**src/hdl/sle_pkg.sv**
```systemverilog
`timescale 1ns / 1ps
`default_nettype none
// ----------------------------------------------------------------------------
// sle_pkg: shared types and constants of the sequential list engine
// Opcodes, status codes, the entry layout and the command that the
// controller broadcasts to the row of list cells.
// ----------------------------------------------------------------------------
package sle_pkg;

  // default list depth and the widths that follow from it
  localparam int LIST_DEPTH_DEF = 16;
  localparam int CNT_W_DEF      = $clog2(LIST_DEPTH_DEF + 1);
  // widest position/count for the largest supported depth (256)
  localparam int MAX_CNT_W      = 9;

  // operation codes of an input beat
  typedef enum logic [2:0] {
    OP_CLEAR     = 3'd0,
    OP_INS_FRONT = 3'd1,
    OP_INS_AT    = 3'd2,
    OP_INS_BACK  = 3'd3,
    OP_REMOVE    = 3'd4,
    OP_FIND      = 3'd5
  } op_t;

  // status codes of a result beat
  typedef enum logic [1:0] {
    ST_DONE   = 2'd0,
    ST_FULL   = 2'd1,
    ST_BADPOS = 2'd2
  } status_t;

  // one list entry
  typedef struct packed {
    logic [31:0] payload;
    logic [31:0] key;
  } entry_t;

  // what every cell does in a cycle
  typedef enum logic [1:0] {
    CELL_HOLD,
    CELL_INSERT,
    CELL_REMOVE,
    CELL_ROTATE
  } cell_op_t;

  typedef struct packed {
    cell_op_t               op;
    logic [MAX_CNT_W-1:0]   idx;
  } cell_cmd_t;

  // controller states
  typedef enum logic [1:0] {
    S_IDLE,
    S_SCAN,
    S_REPORT
  } state_t;

endpackage : sle_pkg
`default_nettype wire

```
**src/hdl/sle_intf.sv**
```systemverilog
`timescale 1ns / 1ps
`default_nettype none
// ----------------------------------------------------------------------------
// sle_intf: input and result channels of the sequential list engine
// Valid/ready channels; a beat moves when valid and ready are both high.
// ----------------------------------------------------------------------------
interface sle_in_if #(
  parameter int CNT_W = sle_pkg::CNT_W_DEF
);
  logic                valid;
  logic                ready;
  logic [2:0]          operation;
  logic [CNT_W-1:0]    position;
  logic signed [31:0]  key;
  logic [31:0]         payload;

  modport source (output valid, operation, position, key, payload, input ready);
  modport sink   (input valid, operation, position, key, payload, output ready);
endinterface : sle_in_if

interface sle_out_if #(
  parameter int CNT_W = sle_pkg::CNT_W_DEF
);
  logic                valid;
  logic                ready;
  logic [1:0]          status;
  logic                found;
  logic [CNT_W-1:0]    found_position;
  logic [31:0]         found_payload;
  logic [CNT_W-1:0]    entry_count;

  modport source (output valid, status, found, found_position, found_payload,
                  entry_count, input ready);
  modport sink   (input valid, status, found, found_position, found_payload,
                  entry_count, output ready);
endinterface : sle_out_if
`default_nettype wire

```
**src/hdl/sle_cell.sv**
```systemverilog
`timescale 1ns / 1ps
`default_nettype none
// ----------------------------------------------------------------------------
// sle_cell: one slot of the list
// Holds one entry at a fixed logical index and, on the broadcast command,
// keeps it, loads the new entry, or takes its left or right neighbor.
// ----------------------------------------------------------------------------
module sle_cell #(
  parameter int IDX = 0
) (
  input  wire                 clk,
  input  sle_pkg::cell_cmd_t  cmd,
  input  sle_pkg::entry_t     new_ent,
  input  sle_pkg::entry_t     left_ent,
  input  sle_pkg::entry_t     right_ent,
  output sle_pkg::entry_t     ent
);
  import sle_pkg::*;

  localparam logic [MAX_CNT_W-1:0] MY_IDX = MAX_CNT_W'(IDX);

  entry_t ent_r;
  entry_t ent_nxt;

  // slot update: insert opens a gap, remove closes one, rotate walks left
  always_comb begin
    ent_nxt = ent_r;
    case (cmd.op)
      CELL_INSERT: begin
        if (MY_IDX == cmd.idx) begin
          ent_nxt = new_ent;
        end else if (MY_IDX > cmd.idx) begin
          ent_nxt = left_ent;
        end
      end
      CELL_REMOVE: begin
        if (MY_IDX >= cmd.idx) begin
          ent_nxt = right_ent;
        end
      end
      CELL_ROTATE: ent_nxt = right_ent;
      default:     ent_nxt = ent_r;
    endcase
  end

  always_ff @(posedge clk) begin
    ent_r <= ent_nxt;
  end

  assign ent = ent_r;

endmodule : sle_cell
`default_nettype wire

```
**src/hdl/sle_ctrl.sv**
```systemverilog
`timescale 1ns / 1ps
`default_nettype none
// ----------------------------------------------------------------------------
// sle_ctrl: sequencer of the sequential list engine
// Decodes each input beat into a cell command, tracks the list length,
// runs the find scan over the rotating row and holds the result beat.
// ----------------------------------------------------------------------------
module sle_ctrl #(
  parameter int LIST_DEPTH = sle_pkg::LIST_DEPTH_DEF,
  parameter int CNT_W      = sle_pkg::CNT_W_DEF
) (
  input  wire                  clk,
  input  wire                  rst_n,
  sle_in_if.sink               in_ch,
  sle_out_if.source            out_ch,
  input  sle_pkg::entry_t      head_ent,
  output sle_pkg::cell_cmd_t   cmd
);
  import sle_pkg::*;

  localparam int                STEP_W    = $clog2(LIST_DEPTH);
  localparam logic [STEP_W-1:0] LAST_STEP = STEP_W'(LIST_DEPTH - 1);
  localparam logic [CNT_W-1:0]  DEPTH_CNT = CNT_W'(LIST_DEPTH);

  state_t             state_r, state_nxt;
  logic [CNT_W-1:0]   len_r, len_nxt;
  logic [STEP_W-1:0]  step_r;
  logic [31:0]        key_r;
  logic               hit_r;
  logic [CNT_W-1:0]   hpos_r;
  logic [31:0]        hpay_r;

  logic               out_valid_r;
  status_t            out_status_r;
  logic               out_found_r;
  logic [CNT_W-1:0]   out_fpos_r;
  logic [31:0]        out_fpay_r;
  logic [CNT_W-1:0]   out_cnt_r;

  logic               out_free;
  logic               in_fire;
  logic               full;
  logic               match;
  op_t                op;
  status_t            stat;
  logic [CNT_W:0]     pos_x;
  logic [CNT_W:0]     len_x;
  logic [CNT_W-1:0]   pos_m1;

  // handshake
  assign out_free    = !out_valid_r || out_ch.ready;
  assign in_ch.ready = (state_r == S_IDLE) && out_free;
  assign in_fire     = in_ch.valid && in_ch.ready;

  assign op     = op_t'(in_ch.operation);
  assign full   = (len_r >= DEPTH_CNT);
  assign pos_x  = {1'b0, in_ch.position};
  assign len_x  = {1'b0, len_r};
  assign pos_m1 = in_ch.position - CNT_W'(1);

  // first match while the head cell walks through the list
  assign match = (state_r == S_SCAN) && !hit_r && (CNT_W'(step_r) < len_r) &&
                 (head_ent.key == key_r);

  // next state
  always_comb begin
    state_nxt = state_r;
    case (state_r)
      S_IDLE: begin
        if (in_fire && op == OP_FIND) begin
          state_nxt = S_SCAN;
        end
      end
      S_SCAN: begin
        if (step_r == LAST_STEP) begin
          state_nxt = S_REPORT;
        end
      end
      S_REPORT: begin
        if (out_free) begin
          state_nxt = S_IDLE;
        end
      end
      default: state_nxt = S_IDLE;
    endcase
  end

  // cell command, new length and status of the accepted beat
  always_comb begin
    cmd     = '{op: CELL_HOLD, idx: '0};
    len_nxt = len_r;
    stat    = ST_DONE;
    if (state_r == S_SCAN) begin
      cmd.op = CELL_ROTATE;
    end
    if (in_fire) begin
      case (op)
        OP_CLEAR: len_nxt = '0;
        OP_INS_FRONT: begin
          if (full) begin
            stat = ST_FULL;
          end else begin
            cmd     = '{op: CELL_INSERT, idx: '0};
            len_nxt = len_r + CNT_W'(1);
          end
        end
        OP_INS_AT: begin
          if (full) begin
            stat = ST_FULL;
          end else if (in_ch.position == '0 || pos_x > len_x + (CNT_W+1)'(1)) begin
            stat = ST_BADPOS;
          end else begin
            cmd     = '{op: CELL_INSERT, idx: MAX_CNT_W'(pos_m1)};
            len_nxt = len_r + CNT_W'(1);
          end
        end
        OP_INS_BACK: begin
          if (full) begin
            stat = ST_FULL;
          end else begin
            cmd     = '{op: CELL_INSERT, idx: MAX_CNT_W'(len_r)};
            len_nxt = len_r + CNT_W'(1);
          end
        end
        OP_REMOVE: begin
          if (in_ch.position == '0 || pos_x > len_x) begin
            stat = ST_BADPOS;
          end else begin
            cmd     = '{op: CELL_REMOVE, idx: MAX_CNT_W'(pos_m1)};
            len_nxt = len_r - CNT_W'(1);
          end
        end
        default: len_nxt = len_r;
      endcase
    end
  end

  // control registers
  always_ff @(posedge clk) begin
    if (!rst_n) begin
      state_r     <= S_IDLE;
      len_r       <= '0;
      out_valid_r <= 1'b0;
      hit_r       <= 1'b0;
    end else begin
      state_r <= state_nxt;
      len_r   <= len_nxt;
      if (in_fire) begin
        hit_r <= 1'b0;
      end else if (match) begin
        hit_r <= 1'b1;
      end
      if (in_fire && op != OP_FIND) begin
        out_valid_r <= 1'b1;
      end else if (state_r == S_REPORT && out_free) begin
        out_valid_r <= 1'b1;
      end else if (out_ch.ready) begin
        out_valid_r <= 1'b0;
      end
    end
  end

  // scan and result payload
  always_ff @(posedge clk) begin
    if (in_fire) begin
      key_r  <= $unsigned(in_ch.key);
      step_r <= '0;
    end else if (state_r == S_SCAN) begin
      step_r <= step_r + STEP_W'(1);
    end
    if (match) begin
      hpos_r <= CNT_W'(step_r) + CNT_W'(1);
      hpay_r <= head_ent.payload;
    end
    if (in_fire && op != OP_FIND) begin
      out_status_r <= stat;
      out_found_r  <= 1'b0;
      out_fpos_r   <= '0;
      out_fpay_r   <= '0;
      out_cnt_r    <= len_nxt;
    end else if (state_r == S_REPORT && out_free) begin
      out_status_r <= ST_DONE;
      out_found_r  <= hit_r;
      out_fpos_r   <= hit_r ? hpos_r : '0;
      out_fpay_r   <= hit_r ? hpay_r : '0;
      out_cnt_r    <= len_r;
    end
  end

  assign out_ch.valid          = out_valid_r;
  assign out_ch.status         = out_status_r;
  assign out_ch.found          = out_found_r;
  assign out_ch.found_position = out_fpos_r;
  assign out_ch.found_payload  = out_fpay_r;
  assign out_ch.entry_count    = out_cnt_r;

endmodule : sle_ctrl
`default_nettype wire

```
**src/hdl/sequential_list_engine.sv**
```systemverilog
`timescale 1ns / 1ps
`default_nettype none
// ----------------------------------------------------------------------------
// sequential_list_engine: ordered list of key/payload entries
// A row of LIST_DEPTH cells holds the list in logical order; a controller
// drives shifts for insert and remove and a full rotation for find.
// ----------------------------------------------------------------------------
// Each input beat carries one operation and produces exactly one result
// beat. Clear, the three inserts, remove and unknown opcodes complete at the
// edge that accepts them: for an insert or a remove every cell at or beyond
// the target position shifts in parallel toward or away from it, and the
// result is registered at the same edge. Find rotates the whole row past the
// head cell, one entry per cycle: the block scans every slot in S_SCAN,
// then in S_REPORT posts the result into the output register once it is
// empty or drains, and takes the next beat in S_IDLE under the same condition.
// Cells are not reset; only slots below the current count are ever read.
module sequential_list_engine #(
  parameter int LIST_DEPTH = sle_pkg::LIST_DEPTH_DEF,
  parameter int CNT_W      = $clog2(LIST_DEPTH + 1)
) (
  input  wire          clk,
  input  wire          rst_n,
  sle_in_if.sink       in_ch,
  sle_out_if.source    out_ch
);
  import sle_pkg::*;

  cell_cmd_t  cmd;
  entry_t     new_ent;
  entry_t     ent [LIST_DEPTH];

  assign new_ent = '{payload: in_ch.payload, key: $unsigned(in_ch.key)};

  // sequencer
  sle_ctrl #(
    .LIST_DEPTH (LIST_DEPTH),
    .CNT_W      (CNT_W)
  ) u_ctrl (
    .clk      (clk),
    .rst_n    (rst_n),
    .in_ch    (in_ch),
    .out_ch   (out_ch),
    .head_ent (ent[0]),
    .cmd      (cmd)
  );

  // row of list cells, last one wraps to the head for rotation
  for (genvar g = 0; g < LIST_DEPTH; g++) begin : g_cell
    entry_t left_ent;
    entry_t right_ent;

    if (g == 0) begin : g_first
      assign left_ent = ent[0];
    end else begin : g_mid_l
      assign left_ent = ent[g-1];
    end

    if (g == LIST_DEPTH - 1) begin : g_last
      assign right_ent = ent[0];
    end else begin : g_mid_r
      assign right_ent = ent[g+1];
    end

    sle_cell #(
      .IDX (g)
    ) u_cell (
      .clk       (clk),
      .cmd       (cmd),
      .new_ent   (new_ent),
      .left_ent  (left_ent),
      .right_ent (right_ent),
      .ent       (ent[g])
    );
  end

endmodule : sequential_list_engine
`default_nettype wire

```
**src/flat_wrapper.sv**
```systemverilog
// flat-port wrapper written by rule: the top's interface ports become plain ports
module sequential_list_engine_flat import sle_pkg::*;
#(
  parameter int LIST_DEPTH = sle_pkg::LIST_DEPTH_DEF,
  parameter int CNT_W      = $clog2(LIST_DEPTH + 1)
)
  (clk, rst_n, in_ch_valid, in_ch_operation, in_ch_position, in_ch_key, in_ch_payload, in_ch_ready, out_ch_valid, out_ch_status, out_ch_found, out_ch_found_position, out_ch_found_payload, out_ch_entry_count, out_ch_ready);
  sle_in_if #(.CNT_W(CNT_W)) in_ch_i ();
  sle_out_if #(.CNT_W(CNT_W)) out_ch_i ();
  input  wire clk;
  input  wire rst_n;
  input wire logic [$bits(in_ch_i.valid)-1:0] in_ch_valid;
  input wire logic [$bits(in_ch_i.operation)-1:0] in_ch_operation;
  input wire logic [$bits(in_ch_i.position)-1:0] in_ch_position;
  input wire logic [$bits(in_ch_i.key)-1:0] in_ch_key;
  input wire logic [$bits(in_ch_i.payload)-1:0] in_ch_payload;
  output wire logic [$bits(in_ch_i.ready)-1:0] in_ch_ready;
  output wire logic [$bits(out_ch_i.valid)-1:0] out_ch_valid;
  output wire logic [$bits(out_ch_i.status)-1:0] out_ch_status;
  output wire logic [$bits(out_ch_i.found)-1:0] out_ch_found;
  output wire logic [$bits(out_ch_i.found_position)-1:0] out_ch_found_position;
  output wire logic [$bits(out_ch_i.found_payload)-1:0] out_ch_found_payload;
  output wire logic [$bits(out_ch_i.entry_count)-1:0] out_ch_entry_count;
  input wire logic [$bits(out_ch_i.ready)-1:0] out_ch_ready;
  assign in_ch_i.valid = in_ch_valid;
  assign in_ch_i.operation = in_ch_operation;
  assign in_ch_i.position = in_ch_position;
  assign in_ch_i.key = in_ch_key;
  assign in_ch_i.payload = in_ch_payload;
  assign in_ch_ready = in_ch_i.ready;
  assign out_ch_valid = out_ch_i.valid;
  assign out_ch_status = out_ch_i.status;
  assign out_ch_found = out_ch_i.found;
  assign out_ch_found_position = out_ch_i.found_position;
  assign out_ch_found_payload = out_ch_i.found_payload;
  assign out_ch_entry_count = out_ch_i.entry_count;
  assign out_ch_i.ready = out_ch_ready;
  sequential_list_engine #(.LIST_DEPTH(LIST_DEPTH), .CNT_W(CNT_W)) u_core (.clk(clk), .rst_n(rst_n), .in_ch(in_ch_i), .out_ch(out_ch_i));
endmodule
```
**config.mk**
```make
export PLATFORM = sky130hd
export DESIGN_NAME = sequential_list_engine_flat
export DESIGN_NICKNAME = d
export VERILOG_FILES = /design/src/hdl/sle_pkg.sv /design/src/hdl/sle_intf.sv /design/src/hdl/sle_cell.sv /design/src/hdl/sle_ctrl.sv /design/src/hdl/sequential_list_engine.sv /design/src/flat_wrapper.sv
export SDC_FILE = /design/constraint.sdc
export NUM_CORES = 2
export LEC_CHECK = 0
export CAP_MARGIN = 25
export CORE_ASPECT_RATIO = 0.8
export CORE_MARGIN = 5
export CORE_UTILIZATION = 50
export CTS_CLUSTER_SIZE = 40
export DETAILED_ROUTE_END_ITERATION = 16
export DONT_BUFFER_PORTS = 1
export PLACE_DENSITY = 0.67
export SLEW_MARGIN = 20
export SYNTH_ARGS = -nofsm -noshare
export SYNTH_HDL_FRONTEND = slang
export SYNTH_SLANG_ARGS = --single-unit
```
**constraint.sdc**
```tcl
create_clock -name clk -period 11.75 [get_ports clk]
set_input_delay 1.7625 -clock clk [delete_from_list [all_inputs] [get_ports clk]]
set_output_delay 1.7625 -clock clk [all_outputs]
set_load 0.01 [all_outputs]
```
==> qor.txt <==
outcome: finished, final reports clean
Synth Net Count: 5840
Power Total: 9.71 mW
gpl congestion: 0.827
grt total ovfl: 0
clk slew on worst S/H paths: 0.06 ns
r2r endpoint: u_core.g_cell[14].u_cell.ent[32]
CTS tree: yes
min-delay worst type: flop to flop
met2 usage in global routing: 0.450
final wirelength: 200000 µm
Critical Path Source Type: primary input
post-synth cell types: 77
r2r worst-path depth: 14
Leakage Power: 21.3 nW
switching power: 2.45 mW
initial antenna violation count: 0
Worst Path Arrival: 6.65 ns
DRT antenna net count: 0
NumNets Final: 5374
maximum vdd drop: 0.130 mV
drc violations: 0
die height: 320 µm
gr busiest metal: met2
Die ar.: 0.127 mm²
CP max FO: 68
Synth-to-Final Area Change: 6.80%
Int Pwr: 7.27 mW
# resized after CTS: 0
setup TNS: 0 ns
RSZ-0062 raised after global routing: false
fraction of layout cells with a size suffix above 1: 0.0634
area share of the largest cell type after synthesis: 0.551
Detailed Routing Iterations Pass 1: 8
DR WL/cell: 28.7 µm
PD cells: 152 mW/mm²
Peak Freq: 159 MHz
Hold Violations, Final: 0
area leader, netlist: edfxtp_1
mapped cell area: 0.0599 mm²
Worst setup EP type: flop
number of max-cap violations: 0
clk_lat worst skew: 0.76 ns
number of global-route vias before repair: 46040
global-route track usage on met1: 0.436
actual slew at the worst max-slew pin: 1.27 ns
IO Pins: 123
reg2reg setup slack: 5.45 ns
Synth warnings: 0
Flop pwr share: 0.516
vias: 49671
CTS HTree Levels: 3
Synth area leaders: edfxtp_1, a31oi_1, mux2i_1, nor2_1, a21oi_1
power share of the clock group: 0.393
setup bufs post-CTS: 0
Critical Path RT: 12.10 ns
CP Launch Point: out_ch_ready
initial DRC count: 7839
slowest CP cell: buf_4
Die X-Extent: 397 µm
mean post-synth cell area: 10.4 µm²
cts hold-fix bufs: 0
global-route wire length before repair: 297000 µm
grt met3 use: 0.0720
crit path kind: primary input to flop
async set or reset register ratio after synthesis: 0
minimum clock period: 6.30 ns
post-DP HPWL: 101000 µm
Buffers on Ports: 0
switching share of total power: 0.252
Cells after DPL: 6769
Setup-failing EPs final: 0
Initial Util: 0.504
FF+latch count, synth: 1151
CTS Buf Count: 116
Comb power frac: 0.091
Post-Synthesis Cells: 5746
top_reg_cell synth: edfxtp_1
Seq/Total Area, Yosys: 0.568
Post-Layout Cell Count: 6989
crit-path cells: nor2b_1 > nor3_2 > nand2_1 > inv_2 > buf_4 > and4_1 > o221a_4 > buf_4 > nand2_4 > a21boi_4 > buf_4 > buf_4
All-Layer GR Usage: 0.300
Core ar.: 0.119 mm²
last element of the critical path: u_core.g_cell[14].u_cell.ent[32]
via density per instance: 7.11
most used cell, CP: buf_4
cell chosen for the clock root: clkbuf_16
Post-synth EDFFs: 1100
clk_skew: 0.0382 ns
Sink Count: 1151
antenna fix cells: 0
# rows: 113
Slew HR: 0.156
Critical R2R Launch: u_core.u_ctrl.len_r[1]
Slew Limit Fails: 0
Max Buffers Root-to-Sink: 3
pin count of the biggest net entering global routing: 229
Worst path max stage delay: 0.79 ns
Tcrit/Tclk final: 0.536
sequential cells by signal, indices dropped and copies added, names as in the netlist:
signal / count
u_core.u_ctrl.out_ch.status: 2
u_core.u_ctrl.out_ch.found: 1
u_core.u_ctrl.key_r: 32
u_core.u_ctrl.state_r: 2
u_core.u_ctrl.hit_r: 1
u_core.u_ctrl.out_ch.found_payload: 32
u_core.u_ctrl.out_ch.valid: 1
u_core.u_ctrl.hpos_r: 5
u_core.u_ctrl.step_r: 4
u_core.u_ctrl.len_r: 5
u_core.u_ctrl.out_ch.found_position: 5
u_core.u_ctrl.out_ch.entry_count: 5
u_core.g_cell.u_cell.ent: 1024
u_core.u_ctrl.hpay_r: 32
Yosys cell counts, types with 145 or more instances:
master and count:
edfxtp_1 1100, clkbuf_1 442, nor2_1 670, a31oi_1 487, nand4_1 168, buf_2 145
o31ai_1 193, nand2_1 534, a21oi_1 432, mux2i_1 256, o211ai_1 249, o21ai_0 425
power by group through the flow:
stage                     logic [mW]  registers (mW)  clock network (mW)
after detailed placement       0.854            5.09                   0
final                          0.883            5.01                3.82
after global routing           0.944            5.03                4.02
after floorplan                0.602            5.06                   0
after global placement         0.830            5.08                   0
after CTS                      0.855            5.00                3.84
routing by layer:
layer  vias to the layer above  routed length [µm]
met5                         -                   0
met4                         0                6060
met3                       459               25900
met2                      3743               87700
met1                     24337               80700
li1                      21132                   -
final cells by class:
type / instances / area [µm²]
clock inverters: 58 / 573
inverters: 18 / 72.6
clock buffers: 159 / 3230
well taps: 1610 / 2010
fillers: 10224 / 54900
flip-flops and latches: 1151 / 34100
repair buffers: 98 / 956
multi-input cells: 3895 / 23100
kinds of logic (layout without fill, tap and decap cells):
group,count (synthesis),after routing,share of synthesized area
mux,256,256,0.0428
xor+xnor,44,44,0.00643
flops,1151,1151,0.568
simple gates,1494,1494,0.105
fa+ha+maj,18,18,0.00376
buf+inv,700,333,0.0522
compound gates,2083,2083,0.222
worst min-delay path by stage:
stage / depth (start not counted) / slack, ns / to / start
2_1_floorplan: 1 / 0.44 / u_core.u_ctrl.out_ch.found_payload[0] / u_core.u_ctrl.hpay_r[0]
3_3_place_gp: 1 / 0.44 / u_core.u_ctrl.out_ch.found_payload[14] / u_core.u_ctrl.hpay_r[14]
3_5_place_dp: 1 / 0.44 / u_core.u_ctrl.out_ch.found_payload[24] / u_core.u_ctrl.hpay_r[24]
4_1_cts: 1 / 0.46 / u_core.u_ctrl.out_ch.found_payload[31] / u_core.u_ctrl.hpay_r[31]
5_1_grt: 1 / 0.47 / u_core.u_ctrl.out_ch.found_position[4] / u_core.u_ctrl.hpos_r[4]
6_report: 1 / 0.45 / u_core.u_ctrl.out_ch.found_payload[16] / u_core.u_ctrl.hpay_r[16]
critical path, delay by kind of cell:
kind	cells	cell delay [ns]
AO/OA/AOI/OAI	2	0.50
AND/OR/NAND/NOR	5	1.67
buffers and inverters	5	2.61
metrics by stage:
| step | cell area [µm²] | hold slack [ns] | setup slack (ns) | util |
|---|---|---|---|---|
| 3_5_place_dp | 60100 | 0.441 | 4.82 | 0.506 |
| 2_1_floorplan | 59900 | 0.436 | 2.79 | - |
| 5_1_grt | 64000 | 0.470 | 5.22 | 0.538 |
| 3_3_place_gp | 60100 | 0.439 | 4.86 | 0.505 |
| 6_report | 64000 | 0.455 | 5.45 | 0.538 |
| 4_1_cts | 63900 | 0.458 | 5.59 | 0.538 |
cell usage in the layout (no fill, tap or decap), types with 8 or more instances in the layout:
master | synthesis | final
buf_4 | 25 | 81
xnor2_1 | 10 | 10
o21ai_1 | 38 | 37
nand2_1 | 534 | 529
o311ai_1 | 88 | 88
nor2_1 | 670 | 664
mux2i_1 | 256 | 256
o211ai_1 | 249 | 249
a41oi_1 | 30 | 30
a21oi_1 | 432 | 429
clkbuf_8 | 0 | 12
nor4_1 | 9 | 8
a22o_1 | 37 | 37
edfxtp_1 | 1100 | 1100
bufinv_16 | 0 | 10
clkinv_2 | 0 | 16
dfxtp_1 | 51 | 51
a31oi_1 | 487 | 487
clkinv_1 | 0 | 23
buf_12 | 0 | 13
clkbuf_1 | 442 | 29
xor2_1 | 34 | 34
o211ai_2 | 12 | 10
o311ai_0 | 41 | 41
o31ai_1 | 193 | 193
ha_1 | 18 | 18
nand3_1 | 75 | 74
nand4_1 | 168 | 168
inv_1 | 17 | 15
clkbuf_16 | 0 | 118
o21ai_0 | 425 | 423
(Power assumes the default switching activity.)
